**src/rtl/ats_pkg.sv**
```systemverilog
// Shared types and constants for the alias-table sampler.
package ats_pkg;

    localparam int SLOT_BITS   = 8;
    localparam int DEPTH       = 256;
    localparam int CNT_BITS    = 9;
    localparam int WEIGHT_BITS = 16;
    localparam int FRAC_BITS   = 16;
    localparam int VAL_BITS    = 24;
    localparam int PROD_BITS   = FRAC_BITS + VAL_BITS;

    typedef enum logic [1:0] {
        FN_WRITE  = 2'd0,
        FN_BUILD  = 2'd1,
        FN_LOOKUP = 2'd2
    } func_t;

    typedef enum logic [1:0] {
        RS_OK         = 2'd0,
        RS_ZERO_TOTAL = 2'd1,
        RS_RANGE      = 2'd2,
        RS_NOT_BUILT  = 2'd3
    } res_status_t;

    typedef enum logic [3:0] {
        S_IDLE,
        S_WRITE,
        S_SUM,
        S_INIT,
        S_PAIR_Q,
        S_PAIR_S,
        S_PAIR_W,
        S_LK_RD,
        S_LK_RES,
        S_RESP
    } ctrl_state_t;

    typedef struct packed {
        logic capture;
        logic write_weight;
        logic pass_step;
        logic sum_phase;
        logic init_phase;
        logic init_start;
        logic build_fail;
        logic build_ok;
        logic pair_pop;
        logic pair_write;
        logic lk_mul;
        logic res_clear;
        logic res_zero_total;
        logic res_lookup;
        logic out_load;
    } dp_cmd_t;

    typedef struct packed {
        logic pass_done;
        logic acc_zero;
        logic small_empty;
        logic large_empty;
        logic out_free;
    } dp_status_t;

endpackage

```
**src/rtl/ats_ctrl.sv**
```systemverilog
// Sequencing state machine: item dispatch, build passes, pairing and lookup.
module ats_ctrl
    import ats_pkg::*;
(
    input  logic       aclk,
    input  logic       aresetn,
    input  logic       s_tvalid,
    input  logic [1:0] s_tuser,
    output logic       s_tready,
    input  dp_status_t st,
    output dp_cmd_t    cmd
);

    ctrl_state_t state_reg, state_next;
    logic        accept;

    always_ff @(posedge aclk) begin
        if (!aresetn) state_reg <= S_IDLE;
        else          state_reg <= state_next;
    end

    assign s_tready = (state_reg == S_IDLE);
    assign accept   = s_tvalid && s_tready;

    always_comb begin
        state_next = state_reg;
        cmd        = '0;
        unique case (state_reg)
            S_IDLE: begin
                if (accept) begin
                    cmd.capture = 1'b1;
                    unique case (s_tuser)
                        FN_WRITE:  state_next = S_WRITE;
                        FN_BUILD:  state_next = S_SUM;
                        FN_LOOKUP: state_next = S_LK_RD;
                        default: begin
                            cmd.res_clear = 1'b1;
                            state_next    = S_RESP;
                        end
                    endcase
                end
            end
            S_WRITE: begin
                cmd.write_weight = 1'b1;
                cmd.res_clear    = 1'b1;
                state_next       = S_RESP;
            end
            S_SUM: begin
                cmd.sum_phase = 1'b1;
                if (st.pass_done) begin
                    if (st.acc_zero) begin
                        cmd.build_fail     = 1'b1;
                        cmd.res_zero_total = 1'b1;
                        state_next         = S_RESP;
                    end else begin
                        cmd.init_start = 1'b1;
                        state_next     = S_INIT;
                    end
                end else begin
                    cmd.pass_step = 1'b1;
                end
            end
            S_INIT: begin
                cmd.init_phase = 1'b1;
                if (st.pass_done) state_next = S_PAIR_Q;
                else              cmd.pass_step = 1'b1;
            end
            S_PAIR_Q: begin
                if (st.small_empty || st.large_empty) begin
                    cmd.build_ok  = 1'b1;
                    cmd.res_clear = 1'b1;
                    state_next    = S_RESP;
                end else begin
                    cmd.pair_pop = 1'b1;
                    state_next   = S_PAIR_S;
                end
            end
            S_PAIR_S: state_next = S_PAIR_W;
            S_PAIR_W: begin
                cmd.pair_write = 1'b1;
                state_next     = S_PAIR_Q;
            end
            S_LK_RD: begin
                cmd.lk_mul = 1'b1;
                state_next = S_LK_RES;
            end
            S_LK_RES: begin
                cmd.res_lookup = 1'b1;
                state_next     = S_RESP;
            end
            S_RESP: begin
                if (st.out_free) begin
                    cmd.out_load = 1'b1;
                    state_next   = S_IDLE;
                end
            end
            default: state_next = S_IDLE;
        endcase
    end

`ifndef SYNTHESIS
    a_resp_loads: assert property (@(posedge aclk) disable iff (!aresetn)
        (state_reg == S_RESP && st.out_free) |=> state_reg == S_IDLE)
        else $error("result word not handed over");
    a_pair_after_pop: assert property (@(posedge aclk) disable iff (!aresetn)
        (state_reg == S_PAIR_W) |-> $past(state_reg) == S_PAIR_S)
        else $error("pair write without read");
    a_build_starts_sum: assert property (@(posedge aclk) disable iff (!aresetn)
        (accept && s_tuser == FN_BUILD) |=> state_reg == S_SUM)
        else $error("build did not start summing");
`endif

endmodule

```
**config.mk**
```make
export PLATFORM = sky130hd
export DESIGN_NAME = ats_ctrl
export DESIGN_NICKNAME = d
export VERILOG_FILES = /design/src/rtl/ats_pkg.sv /design/src/rtl/ats_ctrl.sv
export SDC_FILE = /design/constraint.sdc
export NUM_CORES = 1
export LEC_CHECK = 0
export CAP_MARGIN = 20
export CELL_PAD_IN_SITES_DETAIL_PLACEMENT = 0
export CELL_PAD_IN_SITES_GLOBAL_PLACEMENT = 1
export CORE_MARGIN = 4
export CORE_UTILIZATION = 36
export CTS_CLUSTER_DIAMETER = 40
export DETAILED_ROUTE_END_ITERATION = 10
export DONT_BUFFER_PORTS = 1
export PLACE_DENSITY = 0.74
export SLEW_MARGIN = 20
export SYNTH_ARGS = -nofsm -noshare
export SYNTH_HDL_FRONTEND = slang
export SYNTH_SLANG_ARGS = --single-unit
```
**constraint.sdc**
```tcl
create_clock -name aclk -period 1.4 [get_ports aclk]
set_input_delay 0.28 -clock aclk [delete_from_list [all_inputs] [get_ports aclk]]
set_output_delay 0.28 -clock aclk [all_outputs]
set_load 0.1 [all_outputs]
```
==> results.cfg, run 1 <==
[outcome]
outcome = did not finish
stop_stage = 5_1_grt
error = [ERROR DPL-0038] Utilization greater than 100%, impossible to legalize

[logic_synthesis]
synth-adder-area-share_pct = 6.944
synth_compound_area_share_pct = 26.85
syn_area_um2 = 540.5
syn-num-nets = 88
yosys.area_share.simple_pct = 36.34
synth_seq_cells = 4
synth_top_family_by_area = simple AND/OR/NAND/NOR gates
muxShareOfSynthArea_pct = 0
synth_seq_area_share_pct = 14.81
yosysWarnings = 0
syn_avg_cell_area_um2 = 7.207
synth-xor-area-share_pct = 3.009
yosysUniqueCellTypes = 33
syn_inst = 75
synth_ff_type = dfxtp_1
synthArstFlopShare_pct = 0
synth_enable_flop_cells = 0

[die]
rows = 13
fp.dieW_um = 46.75
fp.dieH_um = 46.75
boundaryPins = 26
initial_utilization_pct = 40.04

[global_routing]
grt_max_degree = 7

[clock_tree]
clock_sinks = 4
cts_buffer_depth = 2
holdBufCountCts = 0
numCtsBuffers = 3
cts_max_level = 1
root_buffer = clkbuf_4

[sta]
endpoint_type = primary output
crit_endpoint = cmd[14]

[place]
dp.cells = 123
gp_congestion = 0.8436
dp_hpwl_um = 1593
io_buffer_count = 0
-- metrics by stage --
| step | hold slack [ns] | instance area (um2) | TNS (ns) | worst slack [ns] |
|---|---|---|---|---|
| floorplan | 0.3976 | 695.7 | -10.91 | -0.9826 |
| global placement | 0.4095 | 1115 | -0.4936 | -0.06740 |
| detailed placement | 0.4190 | 1115 | -0.8550 | -0.1084 |
| CTS | 0.1697 | 1300 | -3.646 | -0.2894 |
-- timing repair --
item	4_1_cts
pin swaps	10
setup buffers	7
endpoints found under the setup margin	19
resized for setup	29
-- cell usage after synthesis (2+ instances only) --
master | instances | area (um2)
inv_1 | 5 | 18.77
buf_6 | 2 | 22.52
ha_1 | 3 | 37.54
nor3_1 | 6 | 30.03
nand2b_1 | 3 | 18.77
buf_4 | 2 | 15.01
nor2_1 | 11 | 41.29
a21oi_1 | 5 | 25.02
o31a_1 | 2 | 17.52
dfxtp_1 | 4 | 80.08
nand2_1 | 9 | 33.78
nor4_1 | 2 | 12.51
-- cell families after synthesis --
| family | count (synthesis) |
|---|---|
| simple gates | 39 |
| buf+inv | 11 |
| flops | 4 |
| fa+ha+maj | 3 |
| compound gates | 17 |
| xor+xnor | 1 |
==> run 2: changes to the inputs <==
==> config.mk (replaced) <==
export PLATFORM = sky130hd
export DESIGN_NAME = ats_ctrl
export DESIGN_NICKNAME = d
export VERILOG_FILES = /design/src/rtl/ats_pkg.sv /design/src/rtl/ats_ctrl.sv
export SDC_FILE = /design/constraint.sdc
export NUM_CORES = 1
export LEC_CHECK = 0
export CAP_MARGIN = 20
export CORE_AREA = 4 4 65 67
export DETAILED_ROUTE_END_ITERATION = 10
export DIE_AREA = 0 0 69 71
export DONT_BUFFER_PORTS = 1
export PLACE_DENSITY_LB_ADDON = 0.15
export SLEW_MARGIN = 20
export SYNTH_ARGS = -nofsm -noshare
export SYNTH_HDL_FRONTEND = slang
export SYNTH_SLANG_ARGS = --single-unit
==> constraint.sdc (replaced) <==
create_clock -name aclk -period 1.82 [get_ports aclk]
set_input_delay 0.364 -clock aclk [delete_from_list [all_inputs] [get_ports aclk]]
set_output_delay 0.364 -clock aclk [all_outputs]
set_load 0.1 [all_outputs]
==> results.cfg, run 2 <==
[outcome]
outcome = finished clean

[place]
gp_congestion = 0.7291
io_buffer_count = 0
dp.cells = 141
dp_hpwl_um = 1599

[die]
initial_utilization_pct = 14.88
core_mm2 = 0.003633
boundaryPins = 26
fp.dieH_um = 71
die_area_mm2 = 0.004899
fp.dieW_um = 69
rows = 22

[final_layout]
layout_common_cells = buf_12 (11), nand2_1 (8), buf_4 (8)
drive_gt1_share_pct = 59.38
area_delta_synth_final_pct = 104.9
fin_nets = 111
fill_cells = 390
post-route-util_pct = 30.48
final_cells = 144
diodes = 0
final_common_cell = buf_12
largest_register_ffs = 4

[job]
drv_cap = 0

[critical_path]
start_kind = flip-flop
criticalPathCategory = reg -> out
cp-end-kind = primary output
cp_max_fo = 10
critical_path_required_ns = 1.46
arrival_ns = 1.40

[logic_synthesis]
muxShareOfSynthArea_pct = 0
syn-num-nets = 88
yosysMostFrequentCell = nor2_1
syn_area_um2 = 540.5
yosys.area.top_type = dfxtp_1
synth-adder-area-share_pct = 6.944
syn_inst = 75
yosysUniqueCellTypes = 33
synthArstFlopShare_pct = 0
yosysWarnings = 0
yosys-top-cells-count = nor2_1 (11), nand2_1 (9), nor3_1 (6)
synth_seq_cells = 4
synth_ff_type = dfxtp_1
synth_area_leaders = dfxtp_1 (15%), nor2_1 (7.6%), ha_1 (6.9%)
yosys.area_share.simple_pct = 36.34
synth_top_family_by_area = simple AND/OR/NAND/NOR gates
synth_seq_area_share_pct = 14.81
synth_enable_flop_cells = 0
synth_compound_area_share_pct = 26.85
synth_top_area_share_pct = 14.81
synth-xor-area-share_pct = 3.009
syn_avg_cell_area_um2 = 7.207

[global_routing]
grt_usage_pct = 8.154
grt_max_degree = 11
grt_pass1_wl_um = 3305
antenna_found_initial = 0
grt_pass1_vias = 653
gr-total-overflow = 0

[sta]
worstMarginPinSlew_ns = 0.3064
hold_slack_ns = 0.2783
finalSetupViolations = 0
fin_skew_ns = 0.0004478
rsz0062_at_grt = false
relSlewSlack_pct = 79.49
period_share_pct = 96.70
fmax_ghz = 0.5682
slew_viol_final = 0
hold_viol_final = 0
fin_crit_ns = 1.760

[clock_tree]
cts_tree = yes
root_buffer = clkbuf_8
cts.clk_slew.worst_paths_ns = 0.03
holdBufCountCts = 0
insertion_delay_ns = 0.21
postCtsSetupBuffers = 0
cts_max_level = 1
cts_buffer_depth = 2
numCtsBuffers = 3
clock_sinks = 4

[worst_hold_path]
holdCritPathClass = in -> reg

[drt]
wl_um = 1834
detail-route-antenna-nets = 0
num_vias = 610
drt_iter0_drc = 13
dr.pass1.iters = 4
avgRoutedWirePerCell_um = 12.74
drc_errors = 0
vias_per_cell = 4.236
run 2: timing repair:
item / 4_1_cts / 5_1_grt
pin swaps: 0 / 4
endpoints found under the setup margin: 5 / 7
gates resized for setup: 5 / 9
run 2: worst paths after layout:
kind | startpoint | end | slack (ns) | cells past startpoint
setup / recovery | state_reg[1] | cmd[3] | 0.06 | 4
hold / removal | aresetn | state_reg[1] | 0.28 | 1
setup reg to reg | state_reg[1] | state_reg[1] | 0.23 | 6
hold reg to reg | state_reg[0] | state_reg[2] | 0.63 | 3
run 2: layout make-up:
| type | count | area [um2] | area share, % |
|---|---|---|---|
| multi-input cells | 60 | 555.5 | 50.17 |
| repair buffers | 23 | 341.6 | 30.85 |
| flip-flops and latches | 4 | 86.33 | 7.797 |
| well taps | 48 | 60.06 | 5.424 |
| clock buffers | 3 | 41.29 | 3.729 |
| inverters | 6 | 22.52 | 2.034 |
run 2: layer usage:
layer  up-vias  global-route usage, %  share of wire [%]
met4         0                  1.952                  0
li1        308                      -                  -
met1       286                  10.51                 44
met2        16                  13.24                 50
met3         0                  2.557                5.8
met5         -                      0                  0
run 2: worst max-delay path: stages, from the launching register on:
cell and delay, ns:
dfxtp_1 0.33, buf_4 0.21, nor4_4 0.33, a31o_4 0.15
buf_12 0.16
run 2: stage by stage:
stage                     worst slack [ns]  cell area, um2  setup TNS, ns
after floorplan                    -0.6467           691.9         -4.838
after global placement              0.2068            1020              0
after detailed placement            0.1847            1020              0
after CTS                          0.01401            1074              0
after global routing              0.003887            1107              0
final                              0.06007            1107              0
run 2: kinds of logic after synthesis:
family,after synthesis
AO/OA/AOI/OAI,17
XOR/XNOR,1
buffers and inverters,11
flip-flops,4
adder cells (fa/ha/maj),3
AND/OR/NAND/NOR,39
Power of run 2 is left out: the tool's default activity adds up to more than one toggle a clock period on the data nets, which glitch-free logic cannot reach.
==> run 3: changes to the inputs <==
--- a/config.mk
+++ b/config.mk
@@ -10,7 +10,7 @@
 export DETAILED_ROUTE_END_ITERATION = 10
 export DIE_AREA = 0 0 69 71
 export DONT_BUFFER_PORTS = 1
-export PLACE_DENSITY_LB_ADDON = 0.15
+export PLACE_DENSITY_LB_ADDON = 0.12
 export SLEW_MARGIN = 20
 export SYNTH_ARGS = -nofsm -noshare
 export SYNTH_HDL_FRONTEND = slang
==> constraint.sdc (replaced) <==
create_clock -name aclk -period 1.8 [get_ports aclk]
set_input_delay 0.36 -clock aclk [delete_from_list [all_inputs] [get_ports aclk]]
set_output_delay 0.36 -clock aclk [all_outputs]
set_load 0.1 [all_outputs]
==> results.cfg, run 3 (same netlist as run 2, synthesis figures left out) <==
[clock_tree]
holdBufCountCts = 0
cts_buffer_depth = 2
insertion_delay_ns = 0.22
cts_tree = yes
cts_max_level = 1
root_buffer = clkbuf_8
numCtsBuffers = 3
cts.clk_slew.worst_paths_ns = 0.03
clock_sinks = 4

[sta]
setup_tns_ns = 0
hold_viol_final = 0
fmax_ghz = 0.5714
period_share_pct = 97.22
fin_crit_ns = 1.750
worstMarginPinSlew_ns = 0.3311
rsz0062_at_grt = false
slew_viol_final = 0
relSlewSlack_pct = 77.85
fin_skew_ns = 0.001195
finalSetupViolations = 0

[final_layout]
largest_register_ffs = 4
final_common_cell = buf_12
diodes = 0
drive_gt1_share_pct = 59.41
area_delta_synth_final_pct = 113.9
final_cells = 149
layout_common_cells = buf_12 (15), buf_4 (12), nand2_1 (8)
fill_cells = 401
fin_nets = 116

[drt]
dr.pass1.iters = 2
drc_errors = 0
vias_per_cell = 4.342
wl_met1_um = 900
drt_iter0_drc = 12
num_vias = 647
wl_um = 2071
detail-route-antenna-nets = 0
top_layer_used = met4
avgRoutedWirePerCell_um = 13.90
wl_met2_um = 1008
dr_wl_met3_um = 151

[critical_path]
arrival_ns = 1.39
cp-end-kind = primary output
cp_max_fo = 15
path_cells = buf_12 -> nor2_1 -> nor4b_4 -> buf_12
slowest_stage = dfxtp_1
criticalPathCategory = reg -> out
critical_path_required_ns = 1.44
critical_path.most_common_cell = buf_12
critPathMaxStageDelay_ns = 0.32
start_kind = flip-flop

[global_routing]
grt_pass1_vias = 651
grt_usage_pct = 8.660
grt_pass1_wl_um = 3401
gr-total-overflow = 0
antenna_found_initial = 0
grt_max_degree = 16

[die]
rows = 22
core_mm2 = 0.003633
die_area_mm2 = 0.004899
fp.dieH_um = 71
fp.dieW_um = 69
boundaryPins = 26
initial_utilization_pct = 14.88

[job]
drv_cap = 0

[place]
io_buffer_count = 0
dp.cells = 139
gp_congestion = 0.7140
dp_hpwl_um = 1632

[outcome]
outcome = finished clean

[worst_hold_path]
holdCritPathClass = in -> reg
-- run 3: changes by cell type in the layout (fill, tap and decap cells not counted), sizes merged --
cell and delta:
buf +5
-- run 3: final cells by class --
class | count | area [um2] | area share (%)
sequential | 4 | 82.58 | 7.143
tap | 48 | 60.06 | 5.195
clock buffer | 3 | 41.29 | 3.571
timing repair buffer | 28 | 401.6 | 34.74
inverter | 6 | 22.52 | 1.948
multi-input combinational | 60 | 548.0 | 47.40
-- run 3: stage by stage --
stage | setup slack (ns) | utilization [%] | instance area, um2 | hold WS, ns
2_1_floorplan | -0.6627 | - | 691.9 | 0.4776
3_3_place_gp | 0.1915 | 28.68 | 1042 | 0.4870
3_5_place_dp | 0.1852 | 28.68 | 1042 | 0.4842
4_1_cts | 0.001718 | 30.13 | 1095 | 0.2611
5_1_grt | 0.004527 | 31.82 | 1156 | 0.2555
6_report | 0.05002 | 31.82 | 1156 | 0.2606
-- run 3: final timing paths --
check,startpoint,to,slack (ns),cells after the start
max,state_reg[0],cmd[6],0.05,4
min,aresetn,state_reg[1],0.26,1
max reg2reg,state_reg[2],state_reg[3],0.26,6
min reg2reg,state_reg[3],state_reg[2],0.68,2
-- run 3: per-layer routing --
layer  up-vias  global-route usage, %
li1        322                      -
met1       305                  10.61
met2        18                  13.88
met3         2                  3.977
met4         0                  1.952
met5         -                      0
-- run 3: repair_timing --
item                                    CTS  global route
gates resized for setup                   4             3
endpoints found under the setup margin    5             6
pin swaps                                 0             3
buffers inserted                          0             7
gates cloned                              0             0
-- run 3: worst max-delay path: cells and delay by family (launching register included) --
family	cells	cell delay, ns
DFF	1	0.32
and+or+nand+nor	2	0.47
buffers and inverters	2	0.38
Power of run 3 is left out for the same reason.
